## src/dvfc_pkg.sv

```systemverilog
// dvfc_pkg: sizes and shared types for the distinct value frequency counter
// used by dvfc_cell and distinct_value_frequency_counter; no dependencies
`default_nettype none

package dvfc_pkg;

   localparam int MAX_ITEMS  = 64;
   localparam int VALUE_BITS = 64;
   localparam int CNT_W      = $clog2(MAX_ITEMS + 1);

   localparam logic STATE_COLLECT = 1'b0;
   localparam logic STATE_DRAIN   = 1'b1;

   typedef struct packed {
      logic                  update;
      logic                  shift;
      logic [VALUE_BITS-1:0] value;
   } cell_ctrl_type;

endpackage

`default_nettype wire

```

## src/dvfc_cell.sv

```systemverilog
// dvfc_cell: one table entry (value, count, valid) of the counter chain
// depends on dvfc_pkg
`default_nettype none

module dvfc_cell (
   input  wire logic                           clock,
   input  wire logic                           reset,
   input  wire dvfc_pkg::cell_ctrl_type        ctrl,
   input  wire logic                           fresh,
   input  wire logic                           prev_valid,
   input  wire logic                           next_valid,
   input  wire logic [dvfc_pkg::VALUE_BITS-1:0] next_value,
   input  wire logic [dvfc_pkg::CNT_W-1:0]     next_count,
   output logic                                valid,
   output logic [dvfc_pkg::VALUE_BITS-1:0]     value,
   output logic [dvfc_pkg::CNT_W-1:0]          count,
   output logic                                match
);
   import dvfc_pkg::*;

   logic                  valid_ff, valid_in;
   logic [VALUE_BITS-1:0] value_ff, value_in;
   logic [CNT_W-1:0]      count_ff, count_in;

   assign match = valid_ff && (value_ff == ctrl.value);

   always_comb begin
      valid_in = valid_ff;
      value_in = value_ff;
      count_in = count_ff;
      if (ctrl.shift) begin
         valid_in = next_valid;
         value_in = next_value;
         count_in = next_count;
      end else if (ctrl.update) begin
         if (match) begin
            count_in = count_ff + CNT_W'(1);
         end else if (!valid_ff && prev_valid && fresh) begin
            valid_in = 1'b1;
            value_in = ctrl.value;
            count_in = CNT_W'(1);
         end
      end
   end

   always_ff @(posedge clock) begin
      if (reset) begin
         valid_ff <= 1'b0;
      end else begin
         valid_ff <= valid_in;
      end
      value_ff <= value_in;
      count_ff <= count_in;
   end

   assign valid = valid_ff;
   assign value = value_ff;
   assign count = count_ff;

endmodule

`default_nettype wire

```

## config.mk

```make
export PLATFORM = sky130hd
export DESIGN_NAME = dvfc_cell
export DESIGN_NICKNAME = d
export VERILOG_FILES = /design/src/dvfc_pkg.sv /design/src/dvfc_cell.sv
export SDC_FILE = /design/constraint.sdc
export NUM_CORES = 1
export LEC_CHECK = 0
export ABC_CLOCK_PERIOD_IN_PS = 2300
export BUFFER_PORTS_ARGS = -buffer_cell sky130_fd_sc_hd__buf_2
export CAP_MARGIN = 20
export CORE_MARGIN = 5
export CORE_UTILIZATION = 38
export CTS_CLUSTER_SIZE = 14
export DETAILED_ROUTE_END_ITERATION = 12
export GPL_ROUTABILITY_DRIVEN = 0
export PLACE_DENSITY = 0.72
export RECOVER_POWER = 50
export SLEW_MARGIN = 10
export SYNTH_ARGS = -nofsm -noshare
export SYNTH_HDL_FRONTEND = slang
export SYNTH_SLANG_ARGS = --single-unit
```

## constraint.sdc

```tcl
create_clock -name clock -period 2.3 [get_ports clock]
set_input_delay 0.23 -clock clock [delete_from_list [all_inputs] [get_ports clock]]
set_output_delay 0.23 -clock clock [all_outputs]
set_load 0.01 [all_outputs]
```

==> results.json, run 1 <==
{
  "status": "finished clean",
  "fin_nets": 665,
  "fin_crit_ps": 2150,
  "min_path_type": "input port to register",
  "dpl.hpwl_um": 9240,
  "start_util": 0.390,
  "drt_iter0_drc": 145,
  "synthSimpleGateAreaFrac": 0.0900,
  "grt_pass1_wl_um": 18000,
  "netlist_instances": 296,
  "p_leak_nw": 2.20,
  "synthMuxAreaShare": 0.165,
  "cts_buffers": 9,
  "slew_headroom": 0.248,
  "fin_tns_setup_ps": 0,
  "rsz0062_at_grt": "false",
  "ant_nets": 0,
  "drt-pass1-iter-count": 4,
  "synth_edf_count": 71,
  "yosys.area_share.adder": 0.00310,
  "grt_max_degree": 49,
  "grt_pass1_vias": 3541,
  "viasPerCell": 4.98,
  "dp_slack_ps": 91.9,
  "hold_depth": 2,
  "antennaDiodeCount": 0,
  "die_w_um": 113,
  "dr_total_vias": 3305,
  "cp_max_fo": 2,
  "ys_dominant_reg_cell": "edfxtp_1",
  "powerDensity_nw_per_um2": 616,
  "hold_start": "reset",
  "syn_nets": 439,
  "synth_seq_cells": 72,
  "root_buffer": "clkbuf_8",
  "setup_viol": 0,
  "track_usage": 0.177,
  "reg2reg_depth": 5,
  "syn_area_um2": 4030,
  "hold_viol_final": 0,
  "slew_viol_final": 0,
  "worst_setup_hold_path_clk_slew_ps": 80,
  "r2r_end": "count[0]$_DFFE_PP_",
  "area_growth_pct": 36.3,
  "antenna_found_initial": 0,
  "portBuffers": 214,
  "min_delay_worst_endpoint": "valid$_SDFFE_PP0P_",
  "yosysSeqAreaShare": 0.534,
  "synth_compound_area_frac": 0.0553,
  "tightest_slew_ps": 1130,
  "period_share": 0.935,
  "cts_sinks": 72,
  "avgSynthCellArea_um2": 13.6,
  "route.detailed.drc": 0,
  "cp.required_ps": 2070,
  "wl_per_cell_um": 17.4,
  "clock_path_buffers": 2,
  "cts.htree.levels": 3,
  "end_kind": "output port",
  "synth-xor-area-share": 0.130,
  "die_h_um": 113,
  "r2r_start": "value[15]$_DFFE_PP_",
  "synth_top_family_by_area": "multiplexers",
  "maxCapViolations": 0,
  "startpoint_type": "register",
  "drive_gt1_frac": 0.505,
  "die_area_um2": 12800,
  "peakVddDrop_mv": 0.366,
  "num_rows": 37,
  "finalPower_mw": 3.39,
  "grt.overflow.total": 0,
  "fillers": 929,
  "core-area_um2": 10300,
  "ios": 215,
  "yosysWarningCount": 0,
  "cts_tree": "built",
  "postSynth.asyncResetShare": 0,
  "clock_latency_ps": 340,
  "regToRegSetupSlack_ps": 160,
  "clock-skew-final_ps": 9.17,
  "fin_ws_ps": 149,
  "drt-total-wl_um": 11500,
  "fmax_mhz": 465,
  "path_class": "register to output port",
  "arrival_ps": 1920,
  "netlist-cell-type-count": 34
}
## report_power, final
part / internal (mW) / total [mW] / switching, mW
clock network: 0.602 / 1.07 / 0.466
logic: 0.331 / 0.674 / 0.342
registers: 1.57 / 1.64 / 0.0732
total: 2.50 / 3.39 / 0.882
## state kept, by name, indices dropped and copies added (netlist names)
name / count
count: 7
valid: 1
value: 64
## worst max-delay path, cell delays in order (launching register included)
cell	delay, ps
edfxtp_1	410
xnor2_1	310
nand4_1	150
nor4_2	300
nand3_1	150
nor2_2	130
buf_2	140
## final cells by class
type	instances	area, um2	share of cell area
Sequential cell	72	2150	0.392
Multi-Input combinational cell	202	1830	0.334
Timing Repair Buffer	224	1090	0.198
Tap cell	136	170	0.0310
Clock buffer	11	131	0.0239
Clock inverter	5	71.3	0.0130
Inverter	13	48.8	0.00888
## synth_stat cells (all sizes together) (2+ instances only)
cell / count / area (um2)
clkbuf: 8 / 30.0
edfxtp: 71 / 2130
inv: 13 / 48.8
mux2: 59 / 664
nand2: 17 / 63.8
nand2b: 6 / 37.5
nand3: 9 / 50.1
nand4: 16 / 115
nor3: 2 / 10.0
nor4: 6 / 50.0
o2111ai: 2 / 17.5
o21ai: 6 / 30.0
o41ai: 5 / 81.3
xnor2: 53 / 464
xor2: 7 / 61.3
## metrics by stage
| step | hold WS, ps | instances | area [um2] | util |
|---|---|---|---|---|
| floorplan | 309 | 296 | 4030 | - |
| global placement | 403 | 643 | 5290 | 0.512 |
| detailed placement | 406 | 643 | 5290 | 0.512 |
| CTS | 19.9 | 663 | 5540 | 0.536 |
| global route | 17.4 | 663 | 5490 | 0.532 |
| finish | 48.1 | 663 | 5490 | 0.532 |
## worst max path at each step
stage,slack (ps),cells after the start,to,from
floorplan,60,3,value[0]$_DFFE_PP_,valid$_SDFFE_PP0P_
global placement,200,5,count[0]$_DFFE_PP_,value[45]$_DFFE_PP_
detailed placement,90,5,count[0]$_DFFE_PP_,value[45]$_DFFE_PP_
CTS,20,7,match,value[0]$_DFFE_PP_
global route,2,6,match,value[43]$_DFFE_PP_
finish,150,6,match,value[27]$_DFFE_PP_
## what timing repair did
item	CTS	global route
setup buffers	4	1
pin swaps	3	4
hold buffers	0	0
gates cloned	0	0
endpoints found under the setup margin	1	3
resized for setup	3	5
## layout by cell type, fill, tap and decap left out, types with 2 or more instances in the layout
master,netlist,layout
clkinv_1,0,3
mux2_2,59,58
bufinv_16,0,2
xor2_1,7,7
nand3_1,8,8
clkbuf_8,0,9
xnor2_1,53,52
inv_1,13,12
nor4_2,2,3
clkbuf_2,0,2
nand2_1,17,17
buf_2,0,170
clkbuf_1,8,46
buf_4,0,8
nand4_1,15,15
nor3_1,2,2
o41ai_2,5,5
o2111ai_1,2,2
nor4_4,0,2
o21ai_0,6,5
edfxtp_1,71,71
nand2b_1,6,6
## routing by layer
metal,global-route usage,up-vias,routed length (um)
li1,-,1573,-
met2,0.297,145,5560
met5,0,-,0
met4,0.0625,0,188
met1,0.215,1574,4710
met3,0.0567,13,1080
## cell families (layout without fill, tap and decap cells)
logic type / Yosys count / count (layout)
AND/OR/NAND/NOR: 61 / 61
adder cells (fa/ha/maj): 1 / 1
multiplexers: 59 / 59
flip-flops: 72 / 72
XOR/XNOR: 60 / 60
AO/OA/AOI/OAI: 21 / 21
buffers and inverters: 22 / 253
Power figures use the tool's default switching activity.
==> run 2, diff against run 1 <==
==> constraint.sdc (replaced) <==
create_clock -name clock -period 2.3 [get_ports clock]
set_input_delay 0.46 -clock clock [delete_from_list [all_inputs] [get_ports clock]]
set_output_delay 0.46 -clock clock [all_outputs]
set_load 0.01 [all_outputs]
==> run 2 against run 1 <==
- the flow now finishes with violations (negative setup slack)
- cell count rose by 0.15%
- highest routed layer unchanged
- global-route usage fell by 0.87 points
- sequential power barely moved
- largest cell class unchanged
- die area did not move
==> results.json, run 2 (synthesized netlist as in run 1, its figures left out) <==
{
  "status": "finished, violations left",
  "failed_checks": "negative setup slack",
  "grt_pass1_vias": 3622,
  "route.detailed.drc": 0,
  "dpl.hpwl_um": 8960,
  "clock-skew-final_ps": 15.5,
  "grt_max_degree": 44,
  "cts.htree.levels": 3,
  "cts_sinks": 72,
  "critPathSlowestCell": "edfxtp_1",
  "end_kind": "output port",
  "final_cell_mix": "buf_2 (178), edfxtp_1 (71), mux2_2 (59), xnor2_1 (51), clkbuf_1 (36)",
  "die_area_um2": 12800,
  "fin_tns_setup_ps": -1.99,
  "wl_per_cell_um": 16.9,
  "postCtsHoldBufs": 0,
  "hold_viol_final": 0,
  "crit_chain": "xnor2_1 > nand4_1 > nor4_2 > buf_4 > nand4_4 > nor2_1 > buf_2",
  "num_rows": 37,
  "cp.required_ps": 1840,
  "clock_path_buffers": 2,
  "crit_family": "simple AND/OR/NAND/NOR gates",
  "dr_total_vias": 3344,
  "arrival_ps": 1840,
  "period_share": 1.00,
  "tightest_slew_ps": 1060,
  "clock_latency_ps": 340,
  "grt_pass1_wl_um": 17400,
  "fin_crit_ps": 2300,
  "mostFrequentLayoutCell": "buf_2",
  "cp_max_fo": 2,
  "antennaDiodeCount": 0,
  "grt.overflow.total": 0,
  "worst_setup_hold_path_clk_slew_ps": 90,
  "die_h_um": 113,
  "path_class": "register to output port",
  "fin_nets": 666,
  "cts_buffers": 9,
  "rsz0062_at_grt": "true",
  "worst-path-buf-inv": 2,
  "min_path_type": "input port to register",
  "fin_ws_ps": -1.99,
  "drive_gt1_frac": 0.530,
  "antenna_found_initial": 0,
  "drt_iter0_drc": 196,
  "peakVddDrop_mv": 0.473,
  "fmax_mhz": 434,
  "maxCapViolations": 0,
  "largest_register_ffs": 64,
  "powerDensity_nw_per_um2": 616,
  "fillers": 926,
  "die_w_um": 113,
  "startpoint_type": "register",
  "drt-pass1-iter-count": 4,
  "ios": 215,
  "setup_viol": 1,
  "fin_cells": 664,
  "area_growth_pct": 37.0,
  "cts_tree": "built",
  "cp_slowest_stage_delay_ps": 410,
  "ant_nets": 0,
  "core-area_um2": 10300,
  "root_buffer": "clkbuf_8",
  "slew_viol_final": 0,
  "start_util": 0.390,
  "dp.cells": 647,
  "track_usage": 0.169,
  "portBuffers": 214,
  "viasPerCell": 5.04,
  "p_leak_nw": 2.20,
  "slew_headroom": 0.295,
  "drt-total-wl_um": 11200
}
-- run 2: changes by cell type in the layout (fill, tap and decap cells not counted), moves of 2 or more --
| cell | previous run | this run |
|---|---|---|
| nor4_4 | 2 | 0 |
| clkbuf_1 | 46 | 36 |
| nor4_2 | 3 | 5 |
| buf_2 | 170 | 178 |
| clkinvlp_4 | 0 | 3 |
-- run 2: layout make-up --
| cell class | count | area (um2) | share of cell area |
|---|---|---|---|
| Sequential cell | 72 | 2150 | 0.390 |
| Tap cell | 136 | 170 | 0.0308 |
| Timing Repair Buffer | 225 | 1100 | 0.200 |
| Clock inverter | 7 | 86.3 | 0.0156 |
| Inverter | 13 | 52.6 | 0.00952 |
| Multi-Input combinational cell | 202 | 1830 | 0.332 |
| Clock buffer | 9 | 124 | 0.0224 |
-- run 2: where the power goes --
group          leakage, nW  internal [mW]  switching [mW]
sequential           0.711           1.57          0.0750
combinational         1.39          0.335           0.336
clock               0.0980          0.600           0.485
total                 2.20           2.51           0.896
-- run 2: final timing paths --
kind | startpoint | to | slack, ps | cells after the start
min reg2reg | valid$_SDFFE_PP0P_ | valid$_SDFFE_PP0P_ | 570 | 2
max reg2reg | value[34]$_DFFE_PP_ | count[6]$_DFFE_PP_ | 220 | 8
max | value[34]$_DFFE_PP_ | match | -2 | 7
min | reset | valid$_SDFFE_PP0P_ | 280 | 2
-- run 2: repair_timing --
action	in CTS	in global routing
resized for setup	2	4
setup endpoints to repair	1	3
pin swaps	8	5
buffers inserted	1	0
-- run 2: metal layers --
| layer | vias up | track usage | routed length, um |
|---|---|---|---|
| met5 | - | 0 | 0 |
| met4 | 0 | 0.0505 | 166 |
| met3 | 16 | 0.0561 | 1160 |
| met2 | 178 | 0.282 | 5320 |
| met1 | 1576 | 0.208 | 4600 |
| li1 | 1574 | - | - |
-- run 2: per-stage QoR --
stage               setup WS [ps]  utilization  hold slack [ps]  area, um2  total power, mW
floorplan                     120            -              539       4040             2.03
global placement              103        0.516              548       5330             2.34
detailed placement           88.2        0.516              557       5330             2.36
CTS                         -55.0        0.539              259       5560             3.45
global route                 -131        0.535              261       5520             3.56
finish                      -1.99        0.535              281       5520             3.40
-- run 2: worst register-to-register path: cells and delay by family, from the launching register on --
kind | cells | cell delay (ps)
buf+inv | 3 | 510
xor+xnor | 1 | 190
compound gates | 1 | 310
simple gates | 3 | 480
flops | 1 | 410
==> run 3, diff against run 2 <==
--- a/config.mk
+++ b/config.mk
@@ -5,7 +5,7 @@
 export SDC_FILE = /design/constraint.sdc
 export NUM_CORES = 1
 export LEC_CHECK = 0
-export ABC_CLOCK_PERIOD_IN_PS = 2300
+export ABC_CLOCK_PERIOD_IN_PS = 3000
 export BUFFER_PORTS_ARGS = -buffer_cell sky130_fd_sc_hd__buf_2
 export CAP_MARGIN = 20
 export CORE_MARGIN = 5
@@ -13,7 +13,7 @@
 export CTS_CLUSTER_SIZE = 14
 export DETAILED_ROUTE_END_ITERATION = 12
 export GPL_ROUTABILITY_DRIVEN = 0
-export PLACE_DENSITY = 0.72
+export PLACE_DENSITY = 0.7
 export RECOVER_POWER = 50
 export SLEW_MARGIN = 10
 export SYNTH_ARGS = -nofsm -noshare
==> constraint.sdc (replaced) <==
create_clock -name clock -period 3 [get_ports clock]
set_input_delay 0.6 -clock clock [delete_from_list [all_inputs] [get_ports clock]]
set_output_delay 0.6 -clock clock [all_outputs]
set_load 0.01 [all_outputs]
==> run 3 against run 2 <==
- the flow finishes with violations (max-capacitance violations, max-slew violations)
- non-clock buffer count decreased by 7
- worst hold slack better by 130 ps
- register-to-register slack gained 550 ps
- die area unchanged
- critical path type is now input port to register
- largest cell class unchanged
==> results.json, run 3 (synthesized netlist as in run 1, its figures left out) <==
{
  "min_path_type": "input port to register",
  "dr_total_vias": 3247,
  "drt_iter0_drc": 122,
  "startpoint_type": "input port",
  "wl_per_cell_um": 17.1,
  "num_rows": 37,
  "setup_viol": 0,
  "ant_nets": 0,
  "die_area_um2": 12800,
  "die_h_um": 113,
  "peakVddDrop_mv": 0.266,
  "route.detailed.drc": 0,
  "p_leak_nw": 2.19,
  "drt-total-wl_um": 11300,
  "worst_setup_hold_path_clk_slew_ps": 80,
  "slew_headroom": -0.232,
  "multi_input_area_um2": 1790,
  "dp_slack_ps": 440,
  "fillers": 924,
  "fin_ws_ps": 313,
  "maxCapViolations": 1,
  "dp.cells": 641,
  "cp_slowest_stage_delay_ps": 1370,
  "grt_pass1_vias": 3554,
  "dpl.hpwl_um": 8840,
  "period_share": 0.896,
  "core-area_um2": 10300,
  "clock-skew-final_ps": 4.30,
  "tightest_slew_ps": 1850,
  "drive_gt1_frac": 0.503,
  "post-cts-setup-buffers": 0,
  "mostFrequentLayoutCell": "buf_2",
  "grt_max_degree": 77,
  "rsz0062_at_grt": "false",
  "fin_crit_ps": 2690,
  "fin_cells": 657,
  "ios": 215,
  "track_usage": 0.171,
  "final_cell_mix": "buf_2 (174), edfxtp_1 (71), mux2_2 (59), xnor2_1 (53), clkbuf_1 (40)",
  "postCtsHoldBufs": 0,
  "cts_tree": "built",
  "largest_register_ffs": 64,
  "path_class": "input port to register",
  "hold_viol_final": 0,
  "failed_checks": "max-capacitance violations, max-slew violations",
  "cts_sinks": 72,
  "antennaDiodeCount": 0,
  "hold_depth": 2,
  "root_buffer": "clkbuf_8",
  "cts_buffers": 9,
  "antenna_found_initial": 0,
  "reg2reg_depth": 5,
  "fin_tns_setup_ps": 0,
  "drt-pass1-iter-count": 4,
  "clock_latency_ps": 350,
  "fmax_mhz": 372,
  "grt.overflow.total": 0,
  "cp.required_ps": 3090,
  "powerDensity_nw_per_um2": 517,
  "grt_pass1_wl_um": 17300,
  "portBuffers": 214,
  "clock_path_buffers": 2,
  "fin_nets": 659,
  "cts.htree.levels": 3,
  "slew_viol_final": 77,
  "cp_max_fo": 76,
  "start_util": 0.390,
  "status": "finished, violations left",
  "critPathSlowestCell": "clkbuf_2",
  "crit_chain": "clkbuf_1 > clkbuf_2 > mux2_2",
  "die_w_um": 113,
  "viasPerCell": 4.94,
  "regArea_um2": 2150,
  "end_kind": "register",
  "arrival_ps": 2780,
  "area_growth_pct": 36.5,
  "post_cts_resize_count": 0
}
==> run 3: layer usage <==
| metal | part of all wire | wire length [um] | GRT usage | up-vias |
|---|---|---|---|---|
| li1 | - | - | - | 1556 |
| met5 | 0 | 0 | 0 | - |
| met3 | 0.091 | 1030 | 0.0551 | 12 |
| met1 | 0.41 | 4610 | 0.201 | 1537 |
| met2 | 0.48 | 5440 | 0.292 | 142 |
| met4 | 0.017 | 186 | 0.0633 | 0 |
==> run 3: critical path, delay by kind of cell <==
family / cells / cell delay [ps]
muxes: 1 / 450
buffers and inverters: 2 / 1630
==> run 3: cell type report <==
type | count | share of cell area
Clock buffer | 9 | 0.0225
Tap cell | 136 | 0.0309
Timing Repair Buffer | 218 | 0.193
Sequential cell | 72 | 0.391
Multi-Input combinational cell | 202 | 0.325
Inverter | 13 | 0.00887
Clock inverter | 7 | 0.0287
==> run 3: final timing paths <==
check	start	end	slack, ps
worst max-delay path	ctrl[64]	value[49]$_DFFE_PP_	310
worst min-delay path	reset	valid$_SDFFE_PP0P_	410
worst max register to register	value[9]$_DFFE_PP_	count[0]$_DFFE_PP_	770
worst min register to register	valid$_SDFFE_PP0P_	valid$_SDFFE_PP0P_	560
==> run 3: metrics by stage <==
stage	power, mW	utilization	instance area, um2	hold slack (ps)
6_report	2.85	0.533	5500	414
5_1_grt	2.98	0.533	5500	387
4_1_cts	2.90	0.539	5570	382
3_5_place_dp	1.80	0.512	5290	536
3_3_place_gp	1.79	0.512	5290	518
2_1_floorplan	1.55	-	4030	526
==> run 3: power breakdown <==
part | switching (mW) | internal (mW)
clock | 0.364 | 0.715
sequential | 0.0572 | 1.20
combinational | 0.252 | 0.254
total | 0.673 | 2.17
